### src/hdl/cpfm_pkg.sv
// shared types and constants for the collision pair filter matrix
`timescale 1ns / 1ps
package cpfm_pkg;

	localparam int MAX_TYPES_DEFAULT = 32;
	localparam int FUNC_W = 3;
	localparam int TYPE_W = 5;
	localparam int MASK_W = 32;
	localparam int CNT_W  = 6;

	localparam logic [FUNC_W-1:0] FUNC_ADD    = 3'd0;
	localparam logic [FUNC_W-1:0] FUNC_REMOVE = 3'd1;
	localparam logic [FUNC_W-1:0] FUNC_SET_EN = 3'd2;
	localparam logic [FUNC_W-1:0] FUNC_PAIR   = 3'd3;
	localparam logic [FUNC_W-1:0] FUNC_QUERY  = 3'd4;
	localparam logic [FUNC_W-1:0] FUNC_MASK   = 3'd5;

	typedef struct packed {
		logic [FUNC_W-1:0] func;
		logic [TYPE_W-1:0] type_a;
		logic [TYPE_W-1:0] type_b;
		logic              enable_flag;
		logic [MASK_W-1:0] mask_a;
		logic [MASK_W-1:0] mask_b;
	} req_t;

	typedef struct packed {
		logic             answer;
		logic [CNT_W-1:0] type_count;
	} rsp_t;

endpackage

### src/hdl/cpfm_ram.sv
// generic single-port-write ram with registered read
`timescale 1ns / 1ps
module cpfm_ram #(
	parameter int WIDTH = 32,
	parameter int DEPTH = 32
) (
	input  logic                     clk,
	input  logic                     we,
	input  logic [$clog2(DEPTH)-1:0] waddr,
	input  logic [WIDTH-1:0]         wdata,
	input  logic [$clog2(DEPTH)-1:0] raddr,
	output logic [WIDTH-1:0]         rdata
);

	logic [WIDTH-1:0] mem [DEPTH];

	always_ff @(posedge clk) begin
		if (we) begin
			mem[waddr] <= wdata;
		end
		rdata <= mem[raddr];
	end

endmodule

### src/hdl/collision_pair_filter_matrix_core.sv
// top level of the collision pair filter matrix
`timescale 1ns / 1ps
// Keeps a symmetric pair matrix of collision types, one enable bit per type
// and the count of types in use. A request is taken on a rising edge with
// start high and busy low; req carries the operation and its operands.
// Each request gives exactly one response on rsp, marked by done for one
// cycle; the receiver cannot hold it off.
// Set enable, rejected edits, queries out of range or on a disabled type and
// unused codes answer in the cycle after the request and leave busy low. Add,
// remove, set pair, query and mask test otherwise walk the pair-row ram,
// one row issued per cycle into a registered read and a read-modify-write
// stage, as the ram has a single read port. busy stays high until done.
// After reset the count is one, every type is enabled and only the pair of
// type zero with itself is set; row valid bits make unwritten rows read as
// their reset value, so no clearing pass is needed.
module collision_pair_filter_matrix_core #(
	parameter int MAX_TYPES = cpfm_pkg::MAX_TYPES_DEFAULT
) (
	input  logic           clk,
	input  logic           arst_n,
	input  logic           start,
	output logic           busy,
	input  cpfm_pkg::req_t req,
	output logic           done,
	output cpfm_pkg::rsp_t rsp
);

	localparam int W  = MAX_TYPES;
	localparam int AW = $clog2(MAX_TYPES);
	localparam int CW = cpfm_pkg::CNT_W;

	typedef logic [W-1:0]  row_t;
	typedef logic [AW-1:0] addr_t;

	logic                        busy_q, done_q;
	cpfm_pkg::rsp_t              rsp_q;
	logic [cpfm_pkg::FUNC_W-1:0] op_q;
	logic [cpfm_pkg::TYPE_W-1:0] ta_q, tb_q;
	logic                        flag_q;
	row_t                        ma_q, mb_q;
	logic [CW-1:0]               cnt_q;
	row_t                        en_q, valid_q;
	logic                        iss_q, hit_q;
	addr_t                       k_q, last_q;

	logic  vld_s1, first_s1, last_s1, rowv_s1;
	addr_t addr_s1;

	logic  wr_q;
	addr_t waddr_q;
	row_t  wdata_q;

	logic           accept;
	logic           walk, imm_ans;
	addr_t          walk_last;
	logic [CW-1:0]  ta_ext, tb_ext, max_ext;
	addr_t          rd_addr, ni;
	row_t           rdata, row_rd, row_new, cmask, rmv_mask, bit_sel;
	logic           we, hit_now, fin_ans;

	assign accept  = start && !busy_q;
	assign ta_ext  = CW'(req.type_a);
	assign tb_ext  = CW'(req.type_b);
	assign max_ext = CW'(MAX_TYPES);
	assign ni      = AW'(cnt_q - CW'(1));

	always_comb begin
		for (int j = 0; j < W; j++) begin
			cmask[j]    = (CW'(j) < cnt_q);
			rmv_mask[j] = (CW'(j) < (cnt_q - CW'(1)));
		end
	end

	// decide at request time whether the op walks the ram
	always_comb begin
		walk      = 1'b0;
		imm_ans   = 1'b0;
		walk_last = '0;
		unique case (req.func)
			cpfm_pkg::FUNC_ADD: begin
				walk      = (cnt_q < max_ext);
				walk_last = AW'(cnt_q);
			end
			cpfm_pkg::FUNC_REMOVE: begin
				walk      = (cnt_q > CW'(1));
				walk_last = AW'(cnt_q - CW'(2));
			end
			cpfm_pkg::FUNC_SET_EN: begin
				imm_ans = (ta_ext < cnt_q);
			end
			cpfm_pkg::FUNC_PAIR: begin
				walk      = (ta_ext < max_ext) && (tb_ext < max_ext);
				walk_last = AW'(1);
			end
			cpfm_pkg::FUNC_QUERY: begin
				walk = (ta_ext < cnt_q) && (tb_ext < cnt_q)
					&& en_q[AW'(req.type_a)] && en_q[AW'(req.type_b)];
			end
			cpfm_pkg::FUNC_MASK: begin
				walk      = 1'b1;
				walk_last = AW'(cnt_q - CW'(1));
			end
			default: begin
				imm_ans = 1'b0;
			end
		endcase
	end

	always_comb begin
		if (op_q == cpfm_pkg::FUNC_PAIR) begin
			rd_addr = (k_q == '0) ? AW'(ta_q) : AW'(tb_q);
		end else if (op_q == cpfm_pkg::FUNC_QUERY) begin
			rd_addr = AW'(ta_q);
		end else begin
			rd_addr = k_q;
		end
	end

	cpfm_ram #(
		.WIDTH(W),
		.DEPTH(MAX_TYPES)
	) u_rows (
		.clk  (clk),
		.we   (we),
		.waddr(addr_s1),
		.wdata(row_new),
		.raddr(rd_addr),
		.rdata(rdata)
	);

	// forward last write, else fall back to reset value for unwritten rows
	always_comb begin
		if (wr_q && (waddr_q == addr_s1)) begin
			row_rd = wdata_q;
		end else if (rowv_s1) begin
			row_rd = rdata;
		end else begin
			row_rd = (addr_s1 == '0) ? row_t'(1) : '0;
		end
	end

	always_comb begin
		bit_sel = first_s1 ? (row_t'(1) << AW'(tb_q)) : (row_t'(1) << AW'(ta_q));
		row_new = row_rd;
		we      = 1'b0;
		unique case (op_q)
			cpfm_pkg::FUNC_ADD: begin
				row_new = row_rd | (row_t'(1) << ni) | ((addr_s1 == ni) ? cmask : '0);
				we      = vld_s1;
			end
			cpfm_pkg::FUNC_REMOVE: begin
				row_new = row_rd & cmask;
				we      = vld_s1;
			end
			cpfm_pkg::FUNC_PAIR: begin
				row_new = flag_q ? (row_rd | bit_sel) : (row_rd & ~bit_sel);
				we      = vld_s1;
			end
			default: begin
				we = 1'b0;
			end
		endcase
	end

	assign hit_now = ma_q[addr_s1] && en_q[addr_s1] && (|(row_rd & mb_q & en_q & cmask));

	always_comb begin
		if (op_q == cpfm_pkg::FUNC_QUERY) begin
			fin_ans = row_rd[AW'(tb_q)];
		end else if (op_q == cpfm_pkg::FUNC_MASK) begin
			fin_ans = hit_q || hit_now;
		end else begin
			fin_ans = 1'b1;
		end
	end

	always_ff @(posedge clk or negedge arst_n) begin
		if (!arst_n) begin
			busy_q  <= 1'b0;
			done_q  <= 1'b0;
			cnt_q   <= CW'(1);
			en_q    <= '1;
			valid_q <= '0;
			iss_q   <= 1'b0;
			vld_s1  <= 1'b0;
			wr_q    <= 1'b0;
			hit_q   <= 1'b0;
			op_q    <= '0;
			k_q     <= '0;
		end else begin
			done_q <= (vld_s1 && last_s1) || (accept && !walk);
			wr_q   <= we;
			vld_s1 <= iss_q;
			if (we) begin
				valid_q[addr_s1] <= 1'b1;
			end
			if (vld_s1 && op_q == cpfm_pkg::FUNC_MASK) begin
				hit_q <= hit_q || hit_now;
			end
			if (iss_q) begin
				k_q <= k_q + AW'(1);
				if (k_q == last_q) begin
					iss_q <= 1'b0;
				end
			end
			if (vld_s1 && last_s1) begin
				busy_q <= 1'b0;
			end
			if (accept) begin
				op_q  <= req.func;
				hit_q <= 1'b0;
				k_q   <= '0;
				if (walk) begin
					busy_q <= 1'b1;
					iss_q  <= 1'b1;
				end
				if (req.func == cpfm_pkg::FUNC_ADD && walk) begin
					cnt_q              <= cnt_q + CW'(1);
					en_q[AW'(cnt_q)]   <= 1'b1;
				end
				if (req.func == cpfm_pkg::FUNC_REMOVE && walk) begin
					cnt_q   <= cnt_q - CW'(1);
					valid_q <= valid_q & rmv_mask;
				end
				if (req.func == cpfm_pkg::FUNC_SET_EN && imm_ans) begin
					en_q[AW'(req.type_a)] <= req.enable_flag;
				end
			end
		end
	end

	always_ff @(posedge clk) begin
		if (accept) begin
			ta_q   <= req.type_a;
			tb_q   <= req.type_b;
			flag_q <= req.enable_flag;
			ma_q   <= req.mask_a[W-1:0];
			mb_q   <= req.mask_b[W-1:0];
			last_q <= walk_last;
			rsp_q.answer     <= imm_ans;
			rsp_q.type_count <= cnt_q;
		end
		if (vld_s1 && last_s1) begin
			rsp_q.answer     <= fin_ans;
			rsp_q.type_count <= cnt_q;
		end
		addr_s1  <= rd_addr;
		first_s1 <= (k_q == '0);
		last_s1  <= (k_q == last_q);
		rowv_s1  <= valid_q[rd_addr];
		waddr_q  <= addr_s1;
		wdata_q  <= row_new;
	end

	assign busy = busy_q;
	assign done = done_q;
	assign rsp  = rsp_q;

	a_done_not_busy: assert property (@(posedge clk) disable iff (!arst_n)
		done_q |-> !busy_q)
		else $error("response while walk in progress");

	a_cnt_range: assert property (@(posedge clk) disable iff (!arst_n)
		(cnt_q >= CW'(1)) && (cnt_q <= CW'(MAX_TYPES)))
		else $error("type count out of range");

	a_cnt_held: assert property (@(posedge clk) disable iff (!arst_n)
		busy_q |=> $stable(cnt_q))
		else $error("type count moved during walk");

	a_issue_busy: assert property (@(posedge clk) disable iff (!arst_n)
		iss_q |-> busy_q)
		else $error("row issued outside a walk");

	a_write_stage: assert property (@(posedge clk) disable iff (!arst_n)
		we |-> (vld_s1 && busy_q))
		else $error("row write without a read in flight");

endmodule

### config.mk
export PLATFORM = sky130hd
export DESIGN_NAME = collision_pair_filter_matrix_core
export DESIGN_NICKNAME = d
export VERILOG_FILES = /design/src/hdl/cpfm_pkg.sv /design/src/hdl/cpfm_ram.sv /design/src/hdl/collision_pair_filter_matrix_core.sv
export SDC_FILE = /design/constraint.sdc
export NUM_CORES = 2
export LEC_CHECK = 0
export BUFFER_PORTS_ARGS = -buffer_cell sky130_fd_sc_hd__buf_4
export CORE_ASPECT_RATIO = 1.5
export CORE_MARGIN = 5
export CORE_UTILIZATION = 63
export CTS_CLUSTER_DIAMETER = 40
export DETAILED_ROUTE_END_ITERATION = 8
export HOLD_SLACK_MARGIN = 0.15
export PLACE_DENSITY_LB_ADDON = 0.12
export SLEW_MARGIN = 10
export SYNTH_ARGS = -nofsm -noshare
export SYNTH_HDL_FRONTEND = slang
export SYNTH_HIERARCHICAL = 1
export SYNTH_SLANG_ARGS = --single-unit
### constraint.sdc
create_clock -name clk -period 6.7 [get_ports clk]
set_clock_uncertainty 0.1 [all_clocks]
set_input_delay 0 -clock clk [delete_from_list [all_inputs] [get_ports clk]]
set_output_delay 0 -clock clk [all_outputs]
set_load 0.1 [all_outputs]
==> metrics.yaml <==
layout:
  most-common-layout-cells: "edfxtp_1, mux2i_1, a21oi_1"
  drive_gt1_share_pct: 14.0
  final_net_count: 4013
  area_delta_synth_final_pct: 15.6
  final_common_cell: "edfxtp_1"
  nFillCells: 5266
  final_cells: 5160
worst_setup_path:
  crit_type: "flip-flop to flip-flop"
  timing.rr.start: "cnt_q[1]$_DFFE_PN0P_"
  crit_arrival_ps: 5240
  crit_start: "cnt_q[1]$_DFFE_PN0P_"
  cp.required_ps: 6990
  end_kind: "flip-flop"
  cp_max_fo: 33
  start_kind: "flip-flop"
power_and_ir_drop:
  power_leakage_nw: 22.3
  total_power_mw: 32.5
  ir_drop_mv: 0.787
  power_density_mw_per_mm2: 523
clocking:
  root_buffer: "clkbuf_16"
  clk_pin_slew_ps: 60
  ctsResizeCount: 0
  hold_buffers: 164
  htree_levels: 4
  ctsLongestPathBuffers: 3
  tritoncts: "done"
  cts_sinks: 1272
  clk_latency_ps: 770
  numCtsBuffers: 135
  post_cts_buffers: 0
detailed_routing:
  wl_per_cell_um: 35.7
  vias: 36600
  ant_nets: 0
  drc: 0
  firstDrtPassIters: 8
  drt_iter0_drc: 4948
  met3_length_um: 19800
  wl_met2_um: 87100
  top_layer: "met5"
  routed_via_density: 7.10
  m1WireLength_um: 59200
  drt-total-wl_um: 184000
min_path:
  hp-class: "input pin to flip-flop"
  hold_start: "req[73]"
place:
  hpwl_um: 105000
  io_buffer_count: 89
  dp.cells: 4739
  place_congestion: 1.15
timing:
  finalSetupViolCount: 0
  hold_ws_ps: 248
  worst_slew_pin_slew_ps: 1340
  post-route-min-period_ps: 4950
  slew_violations: 0
  slew-limit-headroom_pct: 8.14
  fin_crit_sh_pct: 73.9
  finalHoldViolCount: 0
  fmax_mhz: 202
  tns_ps: 0
  rsz0062_at_grt: "no"
global_route:
  antenna_found_initial: 9
  grt_pass1_vias: 36100
  gr-total-overflow: 0
  grt_use_total_pct: 39.3
  grt_start_max_net_pins: 132
  grt_pass1_wl_um: 256000
yosys:
  ys_dominant_reg_cell: "edfxtp_1"
  ys_seq_area_share_pct: 68.9
  synthCells: 3654
  ys_types: 85
  async_flop_share_pct: 6.60
  synthesis.area_sq_mm: 0.0537
  yosys_warnings: 6
  syn_avg_cell_area_sq_um: 14.7
  synth_edf_count: 1111
  synth_nets: 3757
  synth-seq-cells: 1272
status:
  status: "complete, no violations"
floorplanning:
  start_util_pct: 63.3
  die_w_um: 248
  die_h_um: 368
  core_area_sq_mm: 0.0849
  die-area_sq_mm: 0.0914
  fp-row-count: 131
  ios: 90
job:
  drv_cap: 0
==> critical path, stage by stage, from the launching register on <==
cell	delay [ps]
dfrtp_1	660
inv_1	330
ha_1	360
ha_1	760
xnor2_1	150
nor3_1	240
and3_1	730
a22oi_1	220
o21ai_2	990
==> cells in the mapped netlist, drive strengths merged, types with 51 or more instances <==
master,n,share of area (%)
a21oi,283,2.6
a22o,72,1.2
a22oi,114,1.6
buf,112,1.4
clkbuf,115,0.82
dfrtp,51,2.4
dfxtp,77,2.9
edfxtp,1111,62
mux2i,555,10
nand2,240,1.7
nand3,154,1.4
nor2,137,0.97
nor3,58,0.56
o21ai,58,0.54
==> sequential cells by signal, indices dropped and copies added, names as in the netlist, 6 cells and up <==
| signal | flops |
|---|---|
| rsp | 7 |
| cnt_q | 6 |
| mb_q | 32 |
| ma_q | 32 |
| en_q | 32 |
| valid_q | 32 |
| u_rows/rdata | 32 |
| wdata_q | 32 |
| u_rows/mem | 1024 |
==> stage by stage <==
step	util (%)	area [sq um]	setup WS [ps]
floorplan	-	53700	1680
global placement	65.8	55800	2080
detailed placement	65.8	55800	1800
CTS	73.1	62000	1810
global route	73.2	62100	1550
finish	73.2	62100	1750
==> cell type report <==
class	count	area (sq um)	area share (%)
Inverter	24	92.6	0.149
Clock inverter	81	986	1.59
Clock buffer	168	3570	5.75
Tap cell	1130	1410	2.28
Timing Repair Buffer	346	3130	5.04
Multi-Input combinational cell	2131	15900	25.5
Sequential cell	1272	37000	59.6
Antenna cell	8	20.0	0.0322
==> routing by layer <==
metal | track usage, % | vias to the layer above
met5 | 0 | -
met4 | 29.2 | 2
met3 | 9.17 | 889
met2 | 63.3 | 2822
met1 | 46.3 | 18100
li1 | - | 14800
==> cell families after synthesis <==
kind of cell	Yosys count	share of synthesized area (%)
flops	1272	68.9
xor+xnor	27	0.454
compound gates	731	8.89
buf+inv	251	2.37
fa+ha+maj	22	0.512
simple gates	750	6.74
mux	601	12.1
==> final timing paths <==
| kind | end | slack [ps] | cells after the start |
|---|---|---|---|
| setup / recovery | u_rows/mem[26][12]$_DFFE_PP_ | 1750 | 8 |
| hold / removal | en_q[4]$_DFFE_PN1P_ | 250 | 4 |
| max in group asynchronous | done$_DFF_PN0_ | 4700 | 4 |
| min in group asynchronous | valid_q[16]$_DFF_PN0_ | 270 | 3 |
| setup reg to reg | u_rows/mem[26][12]$_DFFE_PP_ | 1750 | 8 |
| hold reg to reg | valid_q[31]$_DFF_PN0_ | 400 | 2 |
==> report_power, final <==
part / total (mW) / switching [mW] / internal [mW]
logic: 13.2 / 8.96 / 4.28
registers: 11.6 / 0.665 / 11.0
clock network: 7.63 / 3.22 / 4.41
total: 32.5 / 12.8 / 19.6
No activity file was read; power rests on OpenSTA's default activity.
